$ cat src/design/rau_pkg.sv
// Shared types and constants for the rational arithmetic unit.
// No dependencies.
package rau_pkg;

    localparam int OPERAND_WIDTH = 16;
    localparam int RES_W = 34;

    typedef enum logic [2:0] {
        OP_ADD = 3'd0,
        OP_SUB = 3'd1,
        OP_MUL = 3'd2,
        OP_DIV = 3'd3,
        OP_RED = 3'd4
    } op_t;

    typedef struct packed {
        logic [2:0]               req_type;
        logic [OPERAND_WIDTH-1:0] a_num;
        logic [OPERAND_WIDTH-1:0] a_den;
        logic [OPERAND_WIDTH-1:0] b_num;
        logic [OPERAND_WIDTH-1:0] b_den;
    } rau_req_t;

    typedef struct packed {
        logic [RES_W-1:0] res_num;
        logic [RES_W-1:0] res_den;
        logic             was_reduced;
        logic             status;
    } res_word_t;

endpackage

$ cat src/design/rational_arithmetic_unit_top.sv
// Rational arithmetic unit: cross-multiply, Euclidean GCD, reduce.
// Depends on rau_pkg.
//
//  port group   dir  qualifier  content
//  start/req    in   start      rau_req_t (op, two fractions)
//  result       out  done       rau result word
//
// Datapath: the products are formed by a bit-serial shift-add multiplier, one bit per
// cycle over the operand width, then the raw sum is formed in S_SUM.
// Each Euclid modulo step and each final division runs on one shared restoring
// divider that retires one quotient bit per cycle.
// busy is high from accept until done. Reset clears all control state.
// The receiver cannot stall: done is a single-cycle strobe.
module rational_arithmetic_unit_top
    import rau_pkg::*;
(
    input  logic      clk,
    input  logic      rst_n,
    input  logic      start,
    input  rau_req_t  req,
    output logic      busy,
    output logic      done,
    output res_word_t result
);
    localparam int W  = OPERAND_WIDTH;
    localparam int PW = 2*W + 2;             // product / sum width
    localparam int AW = (PW > RES_W) ? PW : RES_W;
    localparam int CW = $clog2(AW + 2);

    typedef enum logic [7:0] {
        S_IDLE = 8'b0000_0001,
        S_MUL  = 8'b0000_0010,
        S_SUM  = 8'b0000_0100,
        S_GCD  = 8'b0000_1000,
        S_MOD  = 8'b0001_0000,
        S_DVN  = 8'b0010_0000,
        S_DVD  = 8'b0100_0000,
        S_OUT  = 8'b1000_0000
    } state_t;

    state_t state_reg, state_next;

    logic [2:0]    op_reg;
    logic [W-1:0]  an_reg, ad_reg, bn_reg, bd_reg;
    logic [PW-1:0] p0_reg, p1_reg, p2_reg;  // accumulators: a*x, b*y, den
    logic [CW-1:0] cnt_reg;
    logic [AW-1:0] num_reg, den_reg;
    logic          nneg_reg, dneg_reg;
    logic [AW-1:0] x_reg, y_reg;
    // divider
    logic [AW-1:0] dq_reg, drem_reg, ddiv_reg;
    logic          mod_x_reg;
    res_word_t     res_reg;
    logic          done_reg;

    // serial multiply: accumulate sign-extended multiplicands for three products at once
    logic [W-1:0]  m0, m1, m2;
    logic          bitv, last_bit;
    always_comb
    begin
        m0 = an_reg;
        m1 = bn_reg;
        m2 = ad_reg;
    end

    // Multiplier bits come from per-product shift registers, all at bit position cnt.
    logic [W-1:0] sh0_reg, sh1_reg, sh2_reg;
    logic [PW-1:0] ad0, ad1, ad2;
    always_comb
    begin
        last_bit = (cnt_reg == CW'(W-1));
        ad0 = sh0_reg[0] ? (PW'($signed(m0)) << cnt_reg) : '0;
        ad1 = sh1_reg[0] ? (PW'($signed(m1)) << cnt_reg) : '0;
        ad2 = sh2_reg[0] ? (PW'($signed(m2)) << cnt_reg) : '0;
        bitv = last_bit;
    end

    // raw results after multiply, sign-aware (top multiplier bit has negative weight)
    logic [PW-1:0] n_raw, d_raw;
    logic [AW-1:0] n_ext, d_ext;
    always_comb
    begin
        unique case (op_reg)
            OP_ADD:          n_raw = p0_reg + p1_reg;
            OP_SUB:          n_raw = p0_reg - p1_reg;
            OP_MUL, OP_DIV:  n_raw = p0_reg;
            default:         n_raw = PW'($signed(an_reg));
        endcase
        if (op_reg == OP_ADD || op_reg == OP_SUB || op_reg == OP_MUL || op_reg == OP_DIV)
            d_raw = p2_reg;
        else
            d_raw = PW'($signed(ad_reg));
        n_ext = AW'($signed(n_raw));
        d_ext = AW'($signed(d_raw));
    end

    // restoring divider step
    logic [AW:0]   trial;
    logic [AW-1:0] rem_sh;
    always_comb
    begin
        rem_sh = {drem_reg[AW-2:0], dq_reg[AW-1]};
        trial  = {1'b0, rem_sh} - {1'b0, ddiv_reg};
    end

    logic [RES_W-1:0] q_signed;
    always_comb
    begin
        q_signed = RES_W'(dq_reg);
    end

    always_comb
    begin
        state_next = state_reg;
        unique case (state_reg)
            S_IDLE: if (start) state_next = S_MUL;
            S_MUL:  if (last_bit) state_next = S_SUM;
            S_SUM:  state_next = S_GCD;
            S_GCD:  if (x_reg == '0 || y_reg == '0) state_next = S_DVN;
                    else state_next = S_MOD;
            S_MOD:  if (cnt_reg == CW'(AW-1)) state_next = S_GCD;
            S_DVN:  if (cnt_reg == CW'(AW)) state_next = S_DVD;
            S_DVD:  if (cnt_reg == CW'(AW)) state_next = S_OUT;
            S_OUT:  state_next = S_IDLE;
            default: state_next = S_IDLE;
        endcase
    end

    always_ff @(posedge clk or negedge rst_n)
    begin
        if (!rst_n)
        begin
            state_reg <= S_IDLE;
            done_reg  <= 1'b0;
            cnt_reg   <= '0;
        end
        else
        begin
            state_reg <= state_next;
            done_reg  <= (state_reg == S_OUT);
            unique case (state_reg)
                S_IDLE:  cnt_reg <= '0;
                S_MUL:   cnt_reg <= last_bit ? '0 : cnt_reg + 1'b1;
                S_GCD:   cnt_reg <= '0;
                S_MOD:   cnt_reg <= (cnt_reg == CW'(AW-1)) ? '0 : cnt_reg + 1'b1;
                S_DVN, S_DVD: cnt_reg <= (cnt_reg == CW'(AW)) ? '0 : cnt_reg + 1'b1;
                default: cnt_reg <= '0;
            endcase
        end
    end

    logic [AW-1:0] g_val;
    always_comb g_val = x_reg | y_reg;   // one of them is zero at end of Euclid

    always_ff @(posedge clk)
    begin
        unique case (state_reg)
            S_IDLE:
            begin
                op_reg  <= req.req_type;
                an_reg  <= req.a_num;
                ad_reg  <= req.a_den;
                bn_reg  <= req.b_num;
                bd_reg  <= req.b_den;
                p0_reg  <= '0;
                p1_reg  <= '0;
                p2_reg  <= '0;
                sh0_reg <= (op_t'(req.req_type) == OP_MUL) ? req.b_num : req.b_den;
                sh1_reg <= req.a_den;
                sh2_reg <= (op_t'(req.req_type) == OP_DIV) ? req.b_num : req.b_den;
            end
            S_MUL:
            begin
                // top bit of the multiplier carries negative weight
                p0_reg  <= bitv ? p0_reg - ad0 : p0_reg + ad0;
                p1_reg  <= bitv ? p1_reg - ad1 : p1_reg + ad1;
                p2_reg  <= bitv ? p2_reg - ad2 : p2_reg + ad2;
                sh0_reg <= sh0_reg >> 1;
                sh1_reg <= sh1_reg >> 1;
                sh2_reg <= sh2_reg >> 1;
            end
            S_SUM:
            begin
                num_reg  <= n_ext;
                den_reg  <= d_ext;
                nneg_reg <= n_ext[AW-1];
                dneg_reg <= d_ext[AW-1];
                x_reg    <= n_ext[AW-1] ? AW'(-n_ext) : n_ext;
                y_reg    <= d_ext[AW-1] ? AW'(-d_ext) : d_ext;
            end
            S_GCD:
            begin
                // load divider: larger mod smaller, or the first final division
                drem_reg <= '0;
                if (x_reg != '0 && y_reg != '0)
                begin
                    mod_x_reg <= (y_reg <= x_reg);
                    dq_reg    <= (y_reg <= x_reg) ? x_reg : y_reg;
                    ddiv_reg  <= (y_reg <= x_reg) ? y_reg : x_reg;
                end
                else
                begin
                    dq_reg   <= nneg_reg ? AW'(-num_reg) : num_reg;
                    ddiv_reg <= g_val;
                end
            end
            S_MOD, S_DVN, S_DVD:
            begin
                if (state_reg != S_MOD && cnt_reg == CW'(AW))
                begin
                    if (state_reg == S_DVN)
                    begin
                        res_reg.res_num <= nneg_reg ? RES_W'(-dq_reg) : q_signed;
                        dq_reg   <= dneg_reg ? AW'(-den_reg) : den_reg;
                        drem_reg <= '0;
                    end
                    else
                        res_reg.res_den <= dneg_reg ? RES_W'(-dq_reg) : q_signed;
                end
                else
                begin
                    drem_reg <= trial[AW] ? rem_sh : trial[AW-1:0];
                    dq_reg   <= {dq_reg[AW-2:0], ~trial[AW]};
                    if (state_reg == S_MOD && cnt_reg == CW'(AW-1))
                    begin
                        if (mod_x_reg) x_reg <= trial[AW] ? rem_sh : trial[AW-1:0];
                        else           y_reg <= trial[AW] ? rem_sh : trial[AW-1:0];
                    end
                end
            end
            S_OUT:
            begin
                if (ddiv_reg == '0)
                begin
                    res_reg.res_num     <= '0;
                    res_reg.res_den     <= '0;
                    res_reg.was_reduced <= 1'b0;
                    res_reg.status      <= 1'b1;
                end
                else
                begin
                    res_reg.was_reduced <= (ddiv_reg != AW'(1));
                    res_reg.status      <= 1'b0;
                end
            end
            default: ;
        endcase
    end

    assign busy   = (state_reg != S_IDLE);
    assign done   = done_reg;
    assign result = res_reg;

    a_status_excl: assert property (@(posedge clk) disable iff (!rst_n)
        done |-> !(result.status && result.was_reduced))
        else $error("status and was_reduced both set");
    a_done_after_out: assert property (@(posedge clk) disable iff (!rst_n)
        (state_reg == S_OUT) |=> done) else $error("done missing after output state");
    a_no_start_busy: assert property (@(posedge clk) disable iff (!rst_n)
        done |-> !busy) else $error("done while busy");
    a_start_busy: assert property (@(posedge clk) disable iff (!rst_n)
        (start && !busy) |=> busy) else $error("accept did not raise busy");

endmodule
$ cat config.mk
export PLATFORM = sky130hd
export DESIGN_NAME = rational_arithmetic_unit_top
export DESIGN_NICKNAME = d
export VERILOG_FILES = /design/src/design/rau_pkg.sv /design/src/design/rational_arithmetic_unit_top.sv
export SDC_FILE = /design/constraint.sdc
export NUM_CORES = 2
export LEC_CHECK = 0
export BUFFER_PORTS_ARGS = -buffer_cell sky130_fd_sc_hd__clkbuf_2
export CAP_MARGIN = 15
export CORE_ASPECT_RATIO = 1.25
export CORE_MARGIN = 3
export CORE_UTILIZATION = 25
export CTS_CLUSTER_SIZE = 40
export DETAILED_ROUTE_END_ITERATION = 8
export SYNTH_ARGS = -nofsm -noshare
export SYNTH_HDL_FRONTEND = slang
export SYNTH_SLANG_ARGS = --single-unit
$ cat constraint.sdc
create_clock -name clk -period 5.5 [get_ports clk]
set_clock_uncertainty 0.05 [all_clocks]
set_input_delay 1.375 -clock clk [delete_from_list [all_inputs] [get_ports clk]]
set_output_delay 1.375 -clock clk [all_outputs]
set_load 0.005 [all_outputs]
; ---- Word-level counts from Yosys, hierarchy flattened
; Cells that the tools add are included.
; Widths: inputs -> output; s select.
[totals]
reg_bits = 526
out_inout_bits = 72
[classes]
bitwise = 2
addsub = 15
n_shift = 3
magnitude_cmp = 1
n_mux = 58
n_eq_ne = 33
reduce_logical = 27
[ops]
columns = operator, count
row1 = $mux 34, 28
row2 = $pmux 34 s2, 6
row3 = $neg 34->34, 5
row4 = $add 34x34->34, 4
row5 = $mux 68, 2
row6 = $pmux 68 s2, 1
row7 = $sub 34x34->34, 4
row8 = $logic_not 34->1, 3
row9 = $pmux 34 s3, 1
row10 = $shl 34x6->34, 3
row11 = $pmux 16 s2, 3
row12 = $reduce_bool 34->1, 2
row13 = $mux 33, 2
row14 = $pmux 33 s2, 1
row15 = $pmux 8 s7, 1
row16 = $mux 8, 5
row17 = $sub 34x34->35, 1
row18 = $le 34x34->1, 1
row19 = $ne 34x1->1 const B, 1
row20 = $or 34x34->34, 1
row21 = $mux 16, 2
row22 = $mux 6, 4
row23 = $ne 2x2->1 const B, 11
row24 = $pmux 6 s3, 1
row25 = other kinds (28), 46

; ---- Depth between registers and ports, before layout
[depth]
word_depth = 8
ltp_mapped = 30
depth_no_buf = 26

; ---- Worst setup path before layout
; No wires, ideal clock.
[synth_path]
path_type = register to register
start = register p1_reg[4]
end = register x_reg[27], data pin
slack_ns = -0.343
period_less_slack_ns = 5.843
n_path_buf = 1
path_stages_with_launch = 21
arrival_time_ns = 5.523
cell_sequence = edfxtp_1 or4_1 nor4_2 nand3_1 or2_2 o41ai_1 xor2_1 ha_1 a21oi_1 o21ai_0 a2111o_1 o2111a_1 a2111o_1 nand4_1 mux2i_1 nand2_1 inv_2 clkbuf_1 o21ai_0 xor2_1 a21oi_1
[synth_via]
elab_chain_cells = 5
[synth_rtl]
columns = item, line
row1 = start: declaration, rational_arithmetic_unit_top.sv:45  ; logic [PW-1:0] p0_reg, p1_reg, p2_reg;
row2 = start signal: assignment, rational_arithmetic_unit_top.sv:176  ; p1_reg <= bitv ? p1_reg - ad1 : p1_reg + ad1;
row3 = $sub 34x34->34 / $add 34x34->34 (equally long branches), "rational_arithmetic_unit_top.sv:85, rational_arithmetic_unit_top.sv:84"
row4 = $pmux 34 s3 (*), rational_arithmetic_unit_top.sv:83  ; unique case (op_reg)
row5 = $neg 34->34, rational_arithmetic_unit_top.sv:188  ; x_reg <= n_ext[AW-1] ? AW'(-n_ext) : n_ext;
row6 = $mux 34 (*), rational_arithmetic_unit_top.sv:188
row7 = $pmux 34 s2 (*), rational_arithmetic_unit_top.sv:157  ; unique case (state_reg)
row8 = end signal: assignment, rational_arithmetic_unit_top.sv:188
row9 = end signal: assignment, rational_arithmetic_unit_top.sv:226  ; if (mod_x_reg) x_reg <= trial[AW] ? rem_sh : trial[AW-1:0];
row10 = end: declaration, rational_arithmetic_unit_top.sv:49  ; logic [AW-1:0] x_reg, y_reg;
; Every way passes the cells marked *; elsewhere a longest branch is shown, timed or not.
; A chain may end at the register's enable or synchronous reset.

; ---- Worst setup path after layout
[layout_path]
start = register p1_reg[5]
end = register x_reg[33], data pin
; The elaborated chain is that of the path after synthesis.

==> key figures <==
Logic synthesis
  – Area of the mapped netlist: 42220 um^2
  – Async SR Flop Fraction: 2.863%
  – Average size of a mapped cell: 9.023 um^2
  – Count of warnings emitted by yosys: 0
  – Number of enable flip-flop cells after synthesis: 509
  – Top-area cell type share of the netlist area: 36.20%
  – Compound-gate portion of the synthesized area: 18.31%
  – Arithmetic-cell share of the synthesized area counting full adders, half adders and majority gates: 7.527%
  – Proportion of synthesized chip area in sequential cells: 37.09%
  – Largest family of logic cells by synthesized area: compound AO/OA/AOI/OAI gates
  – Post-synth top area cell: sky130_fd_sc_hd__edfxtp_1
  – #FFs+latches synth: 524
  – Post-synthesis xor/xnor area fraction: 8.920%
  – Post-synthesis mux area share: 6.449%
  – Post-Syn Nets: 5000
  – Number of distinct library cells after synthesis: 98
  – Gate Count Post-Synth: 4679
  – Simple-gate share of the synthesized area: 17.61%
  – Most frequently used flop master after synthesis: sky130_fd_sc_hd__edfxtp_1
  – Dominant cells by area after synthesis: sky130_fd_sc_hd__edfxtp_1 (36%), sky130_fd_sc_hd__ha_1 (7.3%), sky130_fd_sc_hd__nand2_1 (4.8%), sky130_fd_sc_hd__xor2_1 (4.7%), sky130_fd_sc_hd__o21ai_0 (4.5%)

GRT
  – Overflow after GRT: 0
  – Antenna violations before repair: 0
  – Wire length of the first global-routing pass: 225500 um
  – Via count of the first global-routing pass: 37120
  – Pin count of the biggest net entering global routing: 93
  – Global-route usage over all layers: 16.51%

Power and ir drop
  – Power Dens Cells: 598.5 nW/um^2
  – Leakage power: 21.14 nW
  – Final Power: 31.31 mW
  – Maximum vdd ir drop: 0.3771 mV

Floorplan
  – Placement row count: 168
  – Width of the chip: 373.6 um
  – Initial standard-cell utilization of the core: 25.17%
  – Floorplan core area: 167700 um^2
  – Total die area: 173900 um^2
  – I/O pin count: 142
  – Die boundary height: 465.5 um

CTS
  – Hold Buf Count CTS: 0
  – H-tree Lvls: 2
  – Total clock buffers created by CTS: 61
  – Number of sinks driven by the clock tree: 524
  – Buffer levels on the longest clock path: 3
  – Clock root buffer: sky130_fd_sc_hd__clkbuf_16
  – Source-to-sink clock delay at the later pin of the worst-skew pair: 0.72 ns
  – CTS tree: done
  – Clock-pin slew on the worst setup and hold paths: 0.06 ns

STA
  – Crit share post-route: 100.6%
  – Transition at the pin with the smallest max-transition slack: 1.079 ns
  – Setup Viol. Count Final: 1
  – Number of hold-slack violations in the final timing report: 0
  – Post-layout worst setup margin: -0.03432 ns
  – Max Transition Viols Final: 0
  – Worst hold margin: 0.4608 ns
  – Slew HR: 27.46%
  – Final period demand of the worst path: 5.534 ns
  – Fmax achieved: 180.7 MHz
  – Setup repair after global routing missed its margin: true

Worst setup path
  – Data arrival time at the worst-slack endpoint: 6.05 ns
  – Kind of end point of the critical path: flop
  – Max FO, Critical Path: 6
  – Worst path max stage delay: 0.57 ns
  – Required time reported for the critical path endpoint: 6.02 ns
  – Worst setup SP type: flop
  – Cells along the critical path: or4_4 -> nor4_4 -> buf_4 -> nand2_4 -> o41ai_4 -> xor2_1 -> ha_2 -> nand4_1 -> nor4_2 -> o211ai_1 -> and4_1 -> or4b_4 -> nand3_4 -> o2111ai_4 -> nand3b_1 -> or4_4 -> or4_1 -> o21ai_1
  – Worst path most repeated cell: sky130_fd_sc_hd__or4_4
  – Classification of the worst setup path: reg2reg
  – Slowest cell on crit path: sky130_fd_sc_hd__or4_4

Drt
  – Starting DRC count in detailed routing: 3314
  – Remaining number of nets flagged by the antenna check after routing: 0
  – Count of vias placed by the detailed router: 38050
  – Average detailed-routed wire length per instance: 20.30 um
  – Total length of routed wires: 151000 um
  – Remaining design rule violation count: 0
  – TritonRoute pass-1 iters: 9
  – Mean number of vias per cell: 5.118

Layout
  – Max reg flops: 70
  – Area overhead of the layout relative to synthesis: 23.91%
  – # nets final: 5493
  – Share of layout cells above drive strength 1: 21.20%
  – Post-Layout Cell Count: 7435

Status
  – Violations in the final reports: setup timing
  – Result of the run: finished with violations

Placed design
  – Placed Instances: 7262
  – Detailed placement HPWL: 118200 um
  – Total of buffers placed on input and output ports: 141
  – RD Place Congestion: 0.9349

Min path
  – Min-delay worst type: reg2reg

Run
  – Max-Cap Viols: 0
## synthesized netlist by cell type (all sizes together), types with 49 or more instances
library cell	instances
nand2b	53
or3	54
buf	49
o21ai	381
nor2	493
mux2i	137
a21o	106
edfxtp	509
inv	215
o31ai	53
nand3	63
nor3	86
nor2b	53
nand2	543
clkbuf	179
xnor2	205
ha	246
a21oi	312
xor2	225
## routing by layer
layer,global-route usage [%],wire length [um],vias up
met2,27.71,70130,1206
met3,1.960,7902,275
met4,6.788,6859,0
li1,-,-,18060
met5,0,0,-
met1,21.54,66060,18510
## stage by stage
stage               utilization (%)  area [um^2]  setup TNS (ns)  worst slack (ns)
floorplan                         -        42260               0           0.01266
global placement              28.93        48530         -0.8072           -0.1016
detailed placement            28.93        48530          -1.616           -0.1184
CTS                           30.19        50640               0          0.002197
global route                  31.18        52310          -2.576           -0.1819
finish                        31.19        52310        -0.03432          -0.03432
## cells by family (layout without fill, tap and decap cells)
family                     Yosys count  after routing
xor gates and xnor gates           430            430
adders and majority gates          251            251
muxes                              211            211
buffers and inverters              445            988
DFF                                524            524
and+or+nand+nor                   1597           1597
other                                0              3
AOI/OAI and AO/OA                 1221           1221
## where the power goes
part	switching, mW	total [mW]	internal [mW]
logic	11.4	20.4	9.07
registers	0.907	6.72	5.81
clock network	1.87	4.15	2.27
## critical path, delay by kind of cell, from the launching register on
| kind | cells | cell delay (ns) |
|---|---|---|
| xor+xnor | 1 | 0.14 |
| flops | 1 | 0.38 |
| compound gates | 4 | 0.75 |
| simple gates | 11 | 3.52 |
| buf+inv | 1 | 0.21 |
| fa+ha+maj | 1 | 0.41 |
## cells in the final DEF (no fill, tap or decap), types with 39 or more instances in the layout
cell and n:
sky130_fd_sc_hd__nor3_1 75, sky130_fd_sc_hd__o21ai_0 321, sky130_fd_sc_hd__a21oi_1 279, sky130_fd_sc_hd__edfxtp_1 509
sky130_fd_sc_hd__nand2_1 530, sky130_fd_sc_hd__clkbuf_16 64, sky130_fd_sc_hd__nand2b_1 49, sky130_fd_sc_hd__nor4_1 40
sky130_fd_sc_hd__mux4_2 46, sky130_fd_sc_hd__buf_4 487, sky130_fd_sc_hd__xnor2_1 197, sky130_fd_sc_hd__ha_1 240
sky130_fd_sc_hd__or3_1 47, sky130_fd_sc_hd__o31ai_1 42, sky130_fd_sc_hd__nor2b_1 48, sky130_fd_sc_hd__xor2_1 219
sky130_fd_sc_hd__o21ai_1 51, sky130_fd_sc_hd__inv_1 208, sky130_fd_sc_hd__and2_1 39, sky130_fd_sc_hd__clkbuf_2 141
sky130_fd_sc_hd__a21o_1 106, sky130_fd_sc_hd__mux2i_1 122, sky130_fd_sc_hd__nand3_1 55, sky130_fd_sc_hd__nor2_1 470
## path summary, 6_finish.rpt
kind | slack, ns | startpoint | endpoint | cells past startpoint
max in group asynchronous | 4.24 | rst_n | cnt_reg[0] | 1
min in group asynchronous | 0.65 | rst_n | cnt_reg[0] | 1
hold reg to reg | 0.46 | sh1_reg[13] | sh1_reg[12] | 2
hold / removal | 0.46 | sh1_reg[13] | sh1_reg[12] | 2
setup reg to reg | -0.03 | p1_reg[5] | x_reg[33] | 18
setup / recovery | -0.03 | p1_reg[5] | x_reg[33] | 18
## what timing repair did
item	4_1_cts	5_1_grt
gates cloned	0	4
pin swaps	1	130
endpoints found under the setup margin	34	59
setup buffers	1	51
resized for setup	14	294
## area by class of cell
class | count | area [um^2]
Fill cell | 17440 | 115400
Multi-Input combinational cell | 3710 | 26130
Sequential cell | 524 | 15670
Timing Repair Buffer | 658 | 4902
Tap cell | 2210 | 2765
Clock buffer | 69 | 1577
Inverter | 217 | 819.5
Clock inverter | 44 | 440.4
Antenna cell | 3 | 7.507
Power figures use the tool's default switching activity.
